## config.mk

```make
export PLATFORM = sky130hd
export DESIGN_NAME = can_packet_fragmenter_core
export DESIGN_NICKNAME = d
export VERILOG_FILES = /design/src/rtl/cpf_pkg.sv /design/src/rtl/cpf_out_fifo.sv /design/src/rtl/can_packet_fragmenter_core.sv
export VERILOG_INCLUDE_DIRS = /design/src /design/src/rtl
export SDC_FILE = /design/constraint.sdc
export NUM_CORES = 2
export LEC_CHECK = 0
export ABC_AREA = 1
export BUFFER_PORTS_ARGS = -buffer_cell sky130_fd_sc_hd__clkbuf_2
export CORE_ASPECT_RATIO = 0.6
export CORE_MARGIN = 4
export CORE_UTILIZATION = 32
export CTS_CLUSTER_SIZE = 10
export DETAILED_ROUTE_END_ITERATION = 16
export SYNTH_ARGS = -nofsm -noshare
export SYNTH_HDL_FRONTEND = slang
export SYNTH_SLANG_ARGS = --single-unit
```

## constraint.sdc

```tcl
create_clock -name aclk -period 13.4 [get_ports aclk]
set_input_delay 4.02 -clock aclk [delete_from_list [all_inputs] [get_ports aclk]]
set_output_delay 4.02 -clock aclk [all_outputs]
set_load 0.01 [all_outputs]
```

## src/rtl/can_packet_fragmenter_core_macros.svh

```systemverilog
// Assertion macros for the CAN packet fragmenter core.
`ifndef CAN_PACKET_FRAGMENTER_CORE_MACROS_SVH
`define CAN_PACKET_FRAGMENTER_CORE_MACROS_SVH
`ifndef ASSERT_OFF
`define CPF_ASSERT(lbl, clk, rst_n, prop, msg) \
    lbl: assert property (@(posedge clk) disable iff (!rst_n) prop) \
        else $error(msg);
`define CPF_ASSERT_NEVER(lbl, clk, rst_n, cond, msg) \
    lbl: assert property (@(posedge clk) disable iff (!rst_n) !(cond)) \
        else $error(msg);
`else
`define CPF_ASSERT(lbl, clk, rst_n, prop, msg)
`define CPF_ASSERT_NEVER(lbl, clk, rst_n, cond, msg)
`endif
`endif

```

## src/rtl/cpf_pkg.sv

```systemverilog
// Shared types and constants for the CAN packet fragmenter core.
package cpf_pkg;

    localparam int MAX_PAYLOAD = 255;
    localparam int FRAME_BYTES = 8;
    localparam int HDR_BYTES   = 1 + 1 + 1;
    localparam int CK_BYTES    = 4;

    localparam int ADDR_W  = 8;
    localparam int DST_DEPTH = 1 << ADDR_W;
    localparam int CTR_W   = 3;
    localparam int FRAG_W  = 7;
    localparam int ID_W    = 29;
    localparam int DATA_W  = 8 * FRAME_BYTES;
    localparam int EXT_W   = DATA_W + 8 * CK_BYTES;
    localparam int CNT_W   = $clog2(FRAME_BYTES + CK_BYTES + 1);
    localparam int LEN_W   = 4;
    localparam int PLEN_W  = 8;
    localparam int REM_W   = $clog2(MAX_PAYLOAD + 1);

    localparam logic [ID_W-1:0] END_BIT = ID_W'(32'h0400);
    localparam logic [1:0]      HLEN    = 2'd2;

    localparam int FIFO_DEPTH = 4;
    localparam int FIFO_PTR_W = $clog2(FIFO_DEPTH);
    localparam int FIFO_CNT_W = $clog2(FIFO_DEPTH + 1);

    localparam int S_TDATA_W = 88;
    localparam int M_TDATA_W = 104;

    typedef enum logic {
        OP_BEGIN = 1'b0,
        OP_DATA  = 1'b1
    } cpf_op_t;

    // Input beat payload, first field in the high bits.
    typedef struct packed {
        logic [7:0]        payload_byte;
        logic [31:0]       checksum;
        logic [PLEN_W-1:0] pay_len;
        logic [7:0]        dport;
        logic [7:0]        sport;
        logic [3:0]        ttl;
        logic [1:0]        flags;
        logic [1:0]        priority_req;
        logic [ADDR_W-1:0] dst_node;
        logic [ADDR_W-1:0] src_node;
    } cpf_item_t;

    typedef struct packed {
        logic [ID_W-1:0]   frame_id;
        logic [DATA_W-1:0] frame_data;
        logic [LEN_W-1:0]  frame_length;
        logic              last_of_run;
    } cpf_frame_t;

endpackage

```

## src/rtl/cpf_out_fifo.sv

```systemverilog
// Four-entry result queue, takes up to two frames per cycle.
module cpf_out_fifo (
    input  logic               aclk,
    input  logic               aresetn,
    input  logic [1:0]         push_cnt,
    input  cpf_pkg::cpf_frame_t push_a,
    input  cpf_pkg::cpf_frame_t push_b,
    output logic               room,
    output logic               out_valid,
    input  logic               out_ready,
    output cpf_pkg::cpf_frame_t out_beat
);

    cpf_pkg::cpf_frame_t entry_reg [cpf_pkg::FIFO_DEPTH];
    logic [cpf_pkg::FIFO_PTR_W-1:0] wr_ptr_reg, wr_ptr_next;
    logic [cpf_pkg::FIFO_PTR_W-1:0] rd_ptr_reg, rd_ptr_next;
    logic [cpf_pkg::FIFO_CNT_W-1:0] cnt_reg, cnt_next;
    logic [cpf_pkg::FIFO_PTR_W-1:0] wr_ptr_b;
    logic                           pop;

    assign out_valid = (cnt_reg != '0);
    assign out_beat  = entry_reg[rd_ptr_reg];
    assign pop       = out_valid && out_ready;
    assign room      = (cnt_reg <= cpf_pkg::FIFO_CNT_W'(cpf_pkg::FIFO_DEPTH - 2));
    assign wr_ptr_b  = wr_ptr_reg + 1'b1;

    always_comb begin
        wr_ptr_next = wr_ptr_reg + cpf_pkg::FIFO_PTR_W'(push_cnt);
        rd_ptr_next = rd_ptr_reg + cpf_pkg::FIFO_PTR_W'(pop);
        cnt_next    = cnt_reg + cpf_pkg::FIFO_CNT_W'(push_cnt)
                      - cpf_pkg::FIFO_CNT_W'(pop);
    end

    always_ff @(posedge aclk) begin
        if (!aresetn) begin
            wr_ptr_reg <= '0;
            rd_ptr_reg <= '0;
            cnt_reg    <= '0;
        end else begin
            wr_ptr_reg <= wr_ptr_next;
            rd_ptr_reg <= rd_ptr_next;
            cnt_reg    <= cnt_next;
        end
    end

    always_ff @(posedge aclk) begin
        for (int i = 0; i < cpf_pkg::FIFO_DEPTH; i++) begin
            if (push_cnt != 2'd0 && wr_ptr_reg == cpf_pkg::FIFO_PTR_W'(i)) begin
                entry_reg[i] <= push_a;
            end else if (push_cnt == 2'd2 && wr_ptr_b == cpf_pkg::FIFO_PTR_W'(i)) begin
                entry_reg[i] <= push_b;
            end
        end
    end

endmodule

```

## src/rtl/can_packet_fragmenter_core.sv

```systemverilog
// Top level of the CAN packet fragmenter: packet stream in, extended-ID CAN frames out.
//
//  channel | dir | handshake          | beat contents
//  --------+-----+--------------------+-------------------------------------------------
//  s_*     | in  | s_tvalid/s_tready  | begin (header fields, CRC) or one payload byte
//  m_*     | out | m_tvalid/m_tready  | one CAN frame: 29-bit ID, up to 8 bytes, length
//
//  One input beat per cycle while the result queue has room. A taken beat is registered along
//  with the read of its packet counter from a 256 x 3 synchronous RAM; the stage then does the
//  read-modify-write, with forwarding, and the byte packing, and its frames go to m_* through
//  the result queue. A payload byte that closes a packet can emit two frames; the held beat
//  waits, and s_tready drops, while the result queue holds more than two frames. Reset
//  (aresetn, synchronous) clears the counter table at once through per-entry valid bits.

`include "can_packet_fragmenter_core_macros.svh"

module can_packet_fragmenter_core (
    input  logic                              aclk,
    input  logic                              aresetn,
    // Input channel
    input  logic                              s_tvalid,
    output logic                              s_tready,
    // src_node[7:0], dst_node[15:8], priority_req[17:16], flags[19:18], ttl[23:20],
    // sport[31:24], dport[39:32], pay_len[47:40], checksum[79:48],
    // payload_byte[87:80]
    input  logic [cpf_pkg::S_TDATA_W-1:0]     s_tdata,
    // operation[0]
    input  logic                              s_tuser,
    // Result channel
    output logic                              m_tvalid,
    input  logic                              m_tready,
    // frame_id[28:0], frame_data[92:29], frame_length[96:93], zero fill [103:97]
    output logic [cpf_pkg::M_TDATA_W-1:0]     m_tdata,
    // last_of_run
    output logic                              m_tlast
);

    // ---------------------------------------------------------------------
    // Input stage register
    // ---------------------------------------------------------------------
    cpf_pkg::cpf_item_t s_item;
    cpf_pkg::cpf_item_t s1_item_reg;
    cpf_pkg::cpf_op_t   s1_op_reg;
    logic               s1_vld_reg;
    logic               s1_fire;
    logic               fifo_room;

    assign s_item   = cpf_pkg::cpf_item_t'(s_tdata);
    assign s1_fire  = s1_vld_reg && fifo_room;
    assign s_tready = !s1_vld_reg || s1_fire;

    always_ff @(posedge aclk) begin
        if (!aresetn) begin
            s1_vld_reg <= 1'b0;
        end else if (s_tready) begin
            s1_vld_reg <= s_tvalid;
        end
    end

    always_ff @(posedge aclk) begin
        if (s_tready && s_tvalid) begin
            s1_item_reg <= s_item;
            s1_op_reg   <= cpf_pkg::cpf_op_t'(s_tuser);
        end
    end

    // ---------------------------------------------------------------------
    // Packet counter table: one read and one write port, read data registered.
    // While the stage is stalled the held beat's address is read again, so the
    // registered data is always for the beat in the stage. A write in the cycle
    // the next beat's read is issued is forwarded.
    // ---------------------------------------------------------------------
    logic [cpf_pkg::CTR_W-1:0]     ctr_mem [cpf_pkg::DST_DEPTH];
    logic [cpf_pkg::CTR_W-1:0]     ctr_rd_reg;
    logic [cpf_pkg::ADDR_W-1:0]    ctr_rd_addr;
    logic [cpf_pkg::DST_DEPTH-1:0] ctr_vld_reg;
    logic                          ctr_wr_en;
    logic [cpf_pkg::CTR_W-1:0]     ctr_cur;
    logic [cpf_pkg::CTR_W-1:0]     ctr_new;
    logic                          fwd_vld_reg;
    logic [cpf_pkg::ADDR_W-1:0]    fwd_addr_reg;
    logic [cpf_pkg::CTR_W-1:0]     fwd_data_reg;

    assign ctr_rd_addr = s_tready ? s_item.dst_node : s1_item_reg.dst_node;

    always_ff @(posedge aclk) begin
        if (ctr_wr_en) begin
            ctr_mem[s1_item_reg.dst_node] <= ctr_new;
        end
        ctr_rd_reg <= ctr_mem[ctr_rd_addr];
    end

    always_ff @(posedge aclk) begin
        if (!aresetn) begin
            ctr_vld_reg <= '0;
            fwd_vld_reg <= 1'b0;
        end else begin
            if (ctr_wr_en) begin
                ctr_vld_reg[s1_item_reg.dst_node] <= 1'b1;
            end
            fwd_vld_reg <= ctr_wr_en;
        end
    end

    always_ff @(posedge aclk) begin
        if (ctr_wr_en) begin
            fwd_addr_reg <= s1_item_reg.dst_node;
            fwd_data_reg <= ctr_new;
        end
    end

    always_comb begin
        if (fwd_vld_reg && fwd_addr_reg == s1_item_reg.dst_node) begin
            ctr_cur = fwd_data_reg;
        end else if (ctr_vld_reg[s1_item_reg.dst_node]) begin
            ctr_cur = ctr_rd_reg;
        end else begin
            ctr_cur = '0;
        end
    end

    assign ctr_new = ctr_cur + 1'b1;

    // ---------------------------------------------------------------------
    // Packet state and frame packing
    // ---------------------------------------------------------------------
    logic [cpf_pkg::DATA_W-1:0] buf_reg, buf_next;
    logic [cpf_pkg::CNT_W-1:0]  buf_cnt_reg, buf_cnt_next;
    logic [cpf_pkg::FRAG_W-1:0] frag_reg, frag_next;
    logic [cpf_pkg::ID_W-1:0]   id_base_reg, id_base_next;
    logic [cpf_pkg::REM_W-1:0]  rem_reg, rem_next;
    logic [31:0]                ck_reg, ck_next;
    logic                       busy_reg, busy_next;

    logic                       is_begin;
    logic                       act;
    logic                       fin;
    logic [7:0]                 hdr0;
    logic [cpf_pkg::ID_W-1:0]   idb;
    logic [cpf_pkg::FRAG_W-1:0] fcur;
    logic [cpf_pkg::FRAG_W-1:0] fcur_p1;
    logic [cpf_pkg::DATA_W-1:0] pb;
    logic [cpf_pkg::CNT_W-1:0]  pc_cnt;
    logic [cpf_pkg::CNT_W-1:0]  tot;
    logic [31:0]                ck;
    logic [31:0]                ck_sw;
    logic [cpf_pkg::REM_W-1:0]  rem_new;
    logic [cpf_pkg::EXT_W-1:0]  ext;
    logic [1:0]                 push_cnt;
    cpf_pkg::cpf_frame_t        beat_a, beat_b, beat_out;

    assign is_begin = (s1_op_reg == cpf_pkg::OP_BEGIN);
    // stray begins (while busy) and stray bytes (while idle) drop out here
    assign act      = s1_fire && (is_begin ? !busy_reg : busy_reg);
    assign hdr0     = {s1_item_reg.flags, cpf_pkg::HLEN, s1_item_reg.ttl};
    assign fcur_p1  = fcur + 1'b1;
    // CRC goes out MSB first: byte-swap so its top byte lands in the lowest lane, sent first
    assign ck_sw    = {ck[7:0], ck[15:8], ck[23:16], ck[31:24]};
    assign ext      = {{(cpf_pkg::EXT_W - cpf_pkg::DATA_W){1'b0}}, pb}
                      | ({{(cpf_pkg::EXT_W - 32){1'b0}}, ck_sw} << {pc_cnt, 3'b000});
    assign tot      = pc_cnt + cpf_pkg::CNT_W'(cpf_pkg::CK_BYTES);

    // operands for this beat: begin starts from the header, a byte from the buffer
    always_comb begin
        if (is_begin) begin
            idb     = {s1_item_reg.src_node, s1_item_reg.priority_req,
                       s1_item_reg.dst_node, 1'b0, ctr_new, {cpf_pkg::FRAG_W{1'b0}}};
            fcur    = '0;
            pb      = {{(cpf_pkg::DATA_W - 24){1'b0}},
                       s1_item_reg.dport, s1_item_reg.sport, hdr0};
            pc_cnt  = cpf_pkg::CNT_W'(cpf_pkg::HDR_BYTES);
            ck      = s1_item_reg.checksum;
            if (int'(s1_item_reg.pay_len) > cpf_pkg::MAX_PAYLOAD) begin
                rem_new = cpf_pkg::REM_W'(cpf_pkg::MAX_PAYLOAD);
            end else begin
                rem_new = cpf_pkg::REM_W'(s1_item_reg.pay_len);
            end
            fin     = (s1_item_reg.pay_len == '0);
        end else begin
            idb     = id_base_reg;
            fcur    = frag_reg;
            pb      = buf_reg | ({{(cpf_pkg::DATA_W - 8){1'b0}}, s1_item_reg.payload_byte}
                               << {buf_cnt_reg[2:0], 3'b000});
            pc_cnt  = buf_cnt_reg + 1'b1;
            ck      = ck_reg;
            rem_new = rem_reg - cpf_pkg::REM_W'(rem_reg != '0);
            fin     = (rem_new == '0);
        end
    end

    always_comb begin
        buf_next     = buf_reg;
        buf_cnt_next = buf_cnt_reg;
        frag_next    = frag_reg;
        id_base_next = id_base_reg;
        rem_next     = rem_reg;
        ck_next      = ck_reg;
        busy_next    = busy_reg;
        ctr_wr_en    = 1'b0;
        push_cnt     = 2'd0;
        beat_a       = '0;
        beat_b       = '0;
        if (act) begin
            ctr_wr_en    = is_begin;
            id_base_next = idb;
            ck_next      = ck;
            if (fin) begin
                // CRC appended; 12 bytes at most, so one or two frames
                if (tot > cpf_pkg::CNT_W'(cpf_pkg::FRAME_BYTES)) begin
                    beat_a.frame_id     = idb | cpf_pkg::ID_W'(fcur);
                    beat_a.frame_data   = ext[cpf_pkg::DATA_W-1:0];
                    beat_a.frame_length = cpf_pkg::LEN_W'(cpf_pkg::FRAME_BYTES);
                    beat_a.last_of_run  = 1'b0;
                    beat_b.frame_id     = idb | cpf_pkg::END_BIT | cpf_pkg::ID_W'(fcur_p1);
                    beat_b.frame_data   = cpf_pkg::DATA_W'(ext[cpf_pkg::EXT_W-1:cpf_pkg::DATA_W]);
                    beat_b.frame_length = cpf_pkg::LEN_W'(tot
                                          - cpf_pkg::CNT_W'(cpf_pkg::FRAME_BYTES));
                    beat_b.last_of_run  = 1'b1;
                    push_cnt            = 2'd2;
                    frag_next           = fcur + cpf_pkg::FRAG_W'(2);
                end else begin
                    beat_a.frame_id     = idb | cpf_pkg::END_BIT | cpf_pkg::ID_W'(fcur);
                    beat_a.frame_data   = ext[cpf_pkg::DATA_W-1:0];
                    beat_a.frame_length = cpf_pkg::LEN_W'(tot);
                    beat_a.last_of_run  = 1'b1;
                    push_cnt            = 2'd1;
                    frag_next           = fcur_p1;
                end
                buf_next     = '0;
                buf_cnt_next = '0;
                rem_next     = '0;
                busy_next    = 1'b0;
            end else if (pc_cnt == cpf_pkg::CNT_W'(cpf_pkg::FRAME_BYTES)) begin
                beat_a.frame_id     = idb | cpf_pkg::ID_W'(fcur);
                beat_a.frame_data   = pb;
                beat_a.frame_length = cpf_pkg::LEN_W'(cpf_pkg::FRAME_BYTES);
                beat_a.last_of_run  = 1'b1;
                push_cnt            = 2'd1;
                frag_next           = fcur_p1;
                buf_next            = '0;
                buf_cnt_next        = '0;
                rem_next            = rem_new;
                busy_next           = 1'b1;
            end else begin
                buf_next     = pb;
                buf_cnt_next = pc_cnt;
                frag_next    = fcur;
                rem_next     = rem_new;
                busy_next    = 1'b1;
            end
        end
    end

    always_ff @(posedge aclk) begin
        if (!aresetn) begin
            buf_reg     <= '0;
            buf_cnt_reg <= '0;
            frag_reg    <= '0;
            id_base_reg <= '0;
            rem_reg     <= '0;
            ck_reg      <= '0;
            busy_reg    <= 1'b0;
        end else begin
            buf_reg     <= buf_next;
            buf_cnt_reg <= buf_cnt_next;
            frag_reg    <= frag_next;
            id_base_reg <= id_base_next;
            rem_reg     <= rem_next;
            ck_reg      <= ck_next;
            busy_reg    <= busy_next;
        end
    end

    // ---------------------------------------------------------------------
    // Result queue; parts the packing stage from the frame consumer
    // ---------------------------------------------------------------------
    cpf_out_fifo u_out_fifo (
        .aclk      (aclk),
        .aresetn   (aresetn),
        .push_cnt  (push_cnt),
        .push_a    (beat_a),
        .push_b    (beat_b),
        .room      (fifo_room),
        .out_valid (m_tvalid),
        .out_ready (m_tready),
        .out_beat  (beat_out)
    );

    assign m_tdata = {{(cpf_pkg::M_TDATA_W - cpf_pkg::ID_W - cpf_pkg::DATA_W
                        - cpf_pkg::LEN_W){1'b0}},
                      beat_out.frame_length, beat_out.frame_data, beat_out.frame_id};
    assign m_tlast = beat_out.last_of_run;

    // ---------------------------------------------------------------------
    // Assertions
    // ---------------------------------------------------------------------
    `CPF_ASSERT(a_busy_rem, aclk, aresetn, busy_reg |-> (rem_reg != '0), "busy with no bytes")
    `CPF_ASSERT(a_idle_empty, aclk, aresetn, !busy_reg |-> (buf_cnt_reg == '0), "idle with bytes")
    `CPF_ASSERT_NEVER(a_full_shown, aclk, aresetn, !fifo_room && !m_tvalid, "full and no frame")

endmodule

```

==> impl_metrics.tcl <==
set metrics [dict create \
    status "complete, but fails checks" \
    violations "max-capacitance violations, max-slew violations" \
    worstRegToRegCells 21 \
    power.internal_mw 8.87 \
    fp.dieArea_um2 233000 \
    fillers 22089 \
    post_cts_buffers 0 \
    crit_slowest_cell "buf_4" \
    start_util_pct 32.3 \
    end_kind "output pin" \
    yosys_warnings 0 \
    hold_viol 0 \
    regToRegEndpoint "ctr_mem[178][1]$_DFFE_PP_" \
    combinationalPowerShare_pct 18.9 \
    synthCells 7559 \
    synth_cell_types 46 \
    place_area_um2 75600 \
    path_depth 6 \
    ys_seq_elements 1673 \
    synth_area_um2 72100 \
    coreArea_um2 223000 \
    grt_use_total_pct 20.9 \
    post_synth_most_frequent_cells "1624 x nor2_1, 1540 x nand2_1, 1228 x edfxtp_1, 665 x o21ai_0, 445 x dfxtp_1" \
    drive_gt1_share_pct 8.02 \
    tightest_slew_ns 1.52 \
    path_cells "inv_6 > buf_4 > buf_4 > o21ai_0 > o22ai_1 > clkbuf_2" \
    switching_share_pct 31.1 \
    slew_headroom_pct -1.49 \
    ctsResizeCount 0 \
    cts_max_path_buffers 3 \
    setup-tns-final_ns 0 \
    cts.htree.levels 4 \
    port_buffers 192 \
    antenna_left 0 \
    layout_setup_ws_ns 5.31 \
    postLayoutCoreUtil_pct 36.4 \
    place_congestion 0.938 \
    peakVddDrop_mv 0.138 \
    setup-violations-final 0 \
    largest_register_ffs 768 \
    r2r_start "s1_item_reg[8]$_DFFE_PP_" \
    drt-initial-drc-count 8429 \
    wire_per_inst_um 23.5 \
    start_kind "flip-flop" \
    finalCriticalPeriod_ns 8.09 \
    r2r_setup_slack_ns 6.06 \
    cap_violations 1 \
    cts.sinks 1673 \
    grt_start_max_net_pins 184 \
    async_flop_share_pct 0 \
    drc_errors 0 \
    rows 134 \
    cp_max_fo 81 \
    p_leak_nw 29.7 \
    hold_depth 2 \
    first_pass_iters 6 \
    min_path_type "reg2reg" \
    power.total_mw 12.9 \
    fmax_ghz 0.124 \
    synth_top_area_share_pct 51.2 \
    register_area_um2 45800 \
    synth_area_leader_cell "edfxtp_1" \
    skew_ns 0.0539 \
    worst_path_dominant_cell_family "buffers and inverters" \
    die_x_um 621 \
    seqPwrFrac_pct 44.0 \
    critical_path_class "reg2out" \
    via_count 56940 \
    period_share_pct 60.4 \
    antenna_found_initial 25 \
    ioPinCount 200 \
    wl_um 251000 \
    switchingPower_mw 4.01 \
    path_clk_slew_ns 0.06 \
    area_growth_pct 12.6 \
    grt_pass1_vias 51899 \
    synthMostInstantiatedCell "nor2_1" \
    vias_per_cell 5.33 \
    cts_root_buf "clkbuf_16" \
    synth_edf_count 1228 \
    p_clk_share_pct 37.1 \
    power_density_nw_per_um2 159 \
    dp_hpwl_um 159000 \
    critPathLaunch "u_out_fifo.rd_ptr_reg[0]$_SDFF_PN0_" \
    yosysSeqAreaShare_pct 63.5 \
    cts_buffers 187 \
    yosys-top-cells-area "edfxtp_1 51%, dfxtp_1 12%, nor2_1 8.5%" \
    die_h_um 376 \
    dp_slack_ns 5.48 \
    drv_slew 3 \
    grt-ovfl-total 0 \
    cts_tree "yes" \
    min_to "id_base_reg[6]$_SDFFE_PN0P_" \
    worstHoldStart "id_base_reg[6]$_SDFFE_PN0P_" \
    multi_input_area_um2 23300 \
    clkLatencyLatePin_ns 0.84 \
    rsz0062_at_grt "false" \
    worst-path-buf-inv 4 \
    finalInstanceArea_um2 81200 \
    synth_ff_type "edfxtp_1" \
    cpPeakStageDelay_ns 0.76 \
    cp_data_arrival_time_ns 4.07 \
    avgSynthCellArea_um2 9.53 \
    cts_hold_buf 0 \
    worstPathRequired_ns 9.38 \
    cpMostUsedCell "buf_4" \
    layout.nets 7632 \
    grt_pass1_wl_um 364000 \
]
## placed cells by master, fill, tap and decap left out, drive strengths merged, types with 4 or more instances in the layout
cell | synthesis | routed
edfxtp | 1228 | 1228
nand2 | 1543 | 1543
buf | 174 | 98
xnor2 | 6 | 6
o21a | 25 | 25
nor4 | 9 | 9
nand3 | 378 | 378
a211oi | 78 | 78
a22o | 6 | 6
o211ai | 144 | 144
nor3 | 42 | 42
a31oi | 28 | 28
o22ai | 185 | 185
a21oi | 181 | 181
mux2i | 35 | 35
or2 | 57 | 57
diode | 0 | 4
clkbuf | 345 | 517
nor2 | 1634 | 1634
conb | 1 | 7
o31ai | 9 | 9
ha | 13 | 13
clkinv | 4 | 24
a22oi | 14 | 14
xor2 | 13 | 13
inv | 250 | 249
dfxtp | 445 | 445
o21ai | 701 | 701
## worst max path at each step
stage                                           end
6_report                                m_tdata[49]
5_1_grt                                 m_tdata[48]
4_1_cts                                 m_tdata[49]
3_5_place_dp                  ctr_rd_reg[1]$_DFF_P_
3_3_place_gp                  ctr_rd_reg[2]$_DFF_P_
2_1_floorplan  u_out_fifo.entry_reg[1][0]$_DFFE_PP_
## logic make-up after synthesis
family	count (synthesis)	synth area share, %
AND/OR/NAND/NOR	3666	20.2
flip-flops	1673	63.5
AO/OA/AOI/OAI	1378	10.9
buffers and inverters	773	4.35
multiplexers	35	0.486
XOR/XNOR	19	0.231
adder cells (fa/ha/maj)	14	0.254
other	1	0.00520
## routing by layer
layer  global-route usage [%]  up-vias  wire length (µm)
met2                     27.5     3319             97600
li1                         -    25782                 -
met4                     5.43       12              6310
met3                     8.18      368             36300
met1                     31.3    27459            110000
met5                        0        -                58
## cell type report
cell class / count / area share [%]
Clock inverter: 20 / 0.389
Sequential cell: 1673 / 56.4
Timing Repair Buffer: 290 / 2.14
Clock buffer: 325 / 6.44
Inverter: 254 / 1.23
Antenna cell: 4 / 0.0123
Multi-Input combinational cell: 5119 / 28.8
Tap cell: 2992 / 4.61
## worst register-to-register path: cells and delay by family (launching register included)
kind            cells  cell delay, ns
fa+ha+maj           1            0.36
simple gates       11            1.27
buf+inv             7            3.88
compound gates      2            1.04
flops               1            0.35
## power by group through the flow
stage	clock (mW)	sequential [mW]	combinational, mW
global placement	0	5.77	2.38
detailed placement	0	5.78	2.40
CTS	4.83	5.67	2.40
global route	5.07	5.68	2.62
floorplan	0	5.75	1.37
finish	4.77	5.67	2.44
## stage by stage
stage / hold WS (ns) / std cells
after detailed placement: 0.425 / 10328
final: 0.433 / 10677
after CTS: 0.433 / 10673
after floorplan: 0.415 / 7565
after global routing: 0.443 / 10673
after global placement: 0.421 / 10328
(Power assumes the default switching activity.)
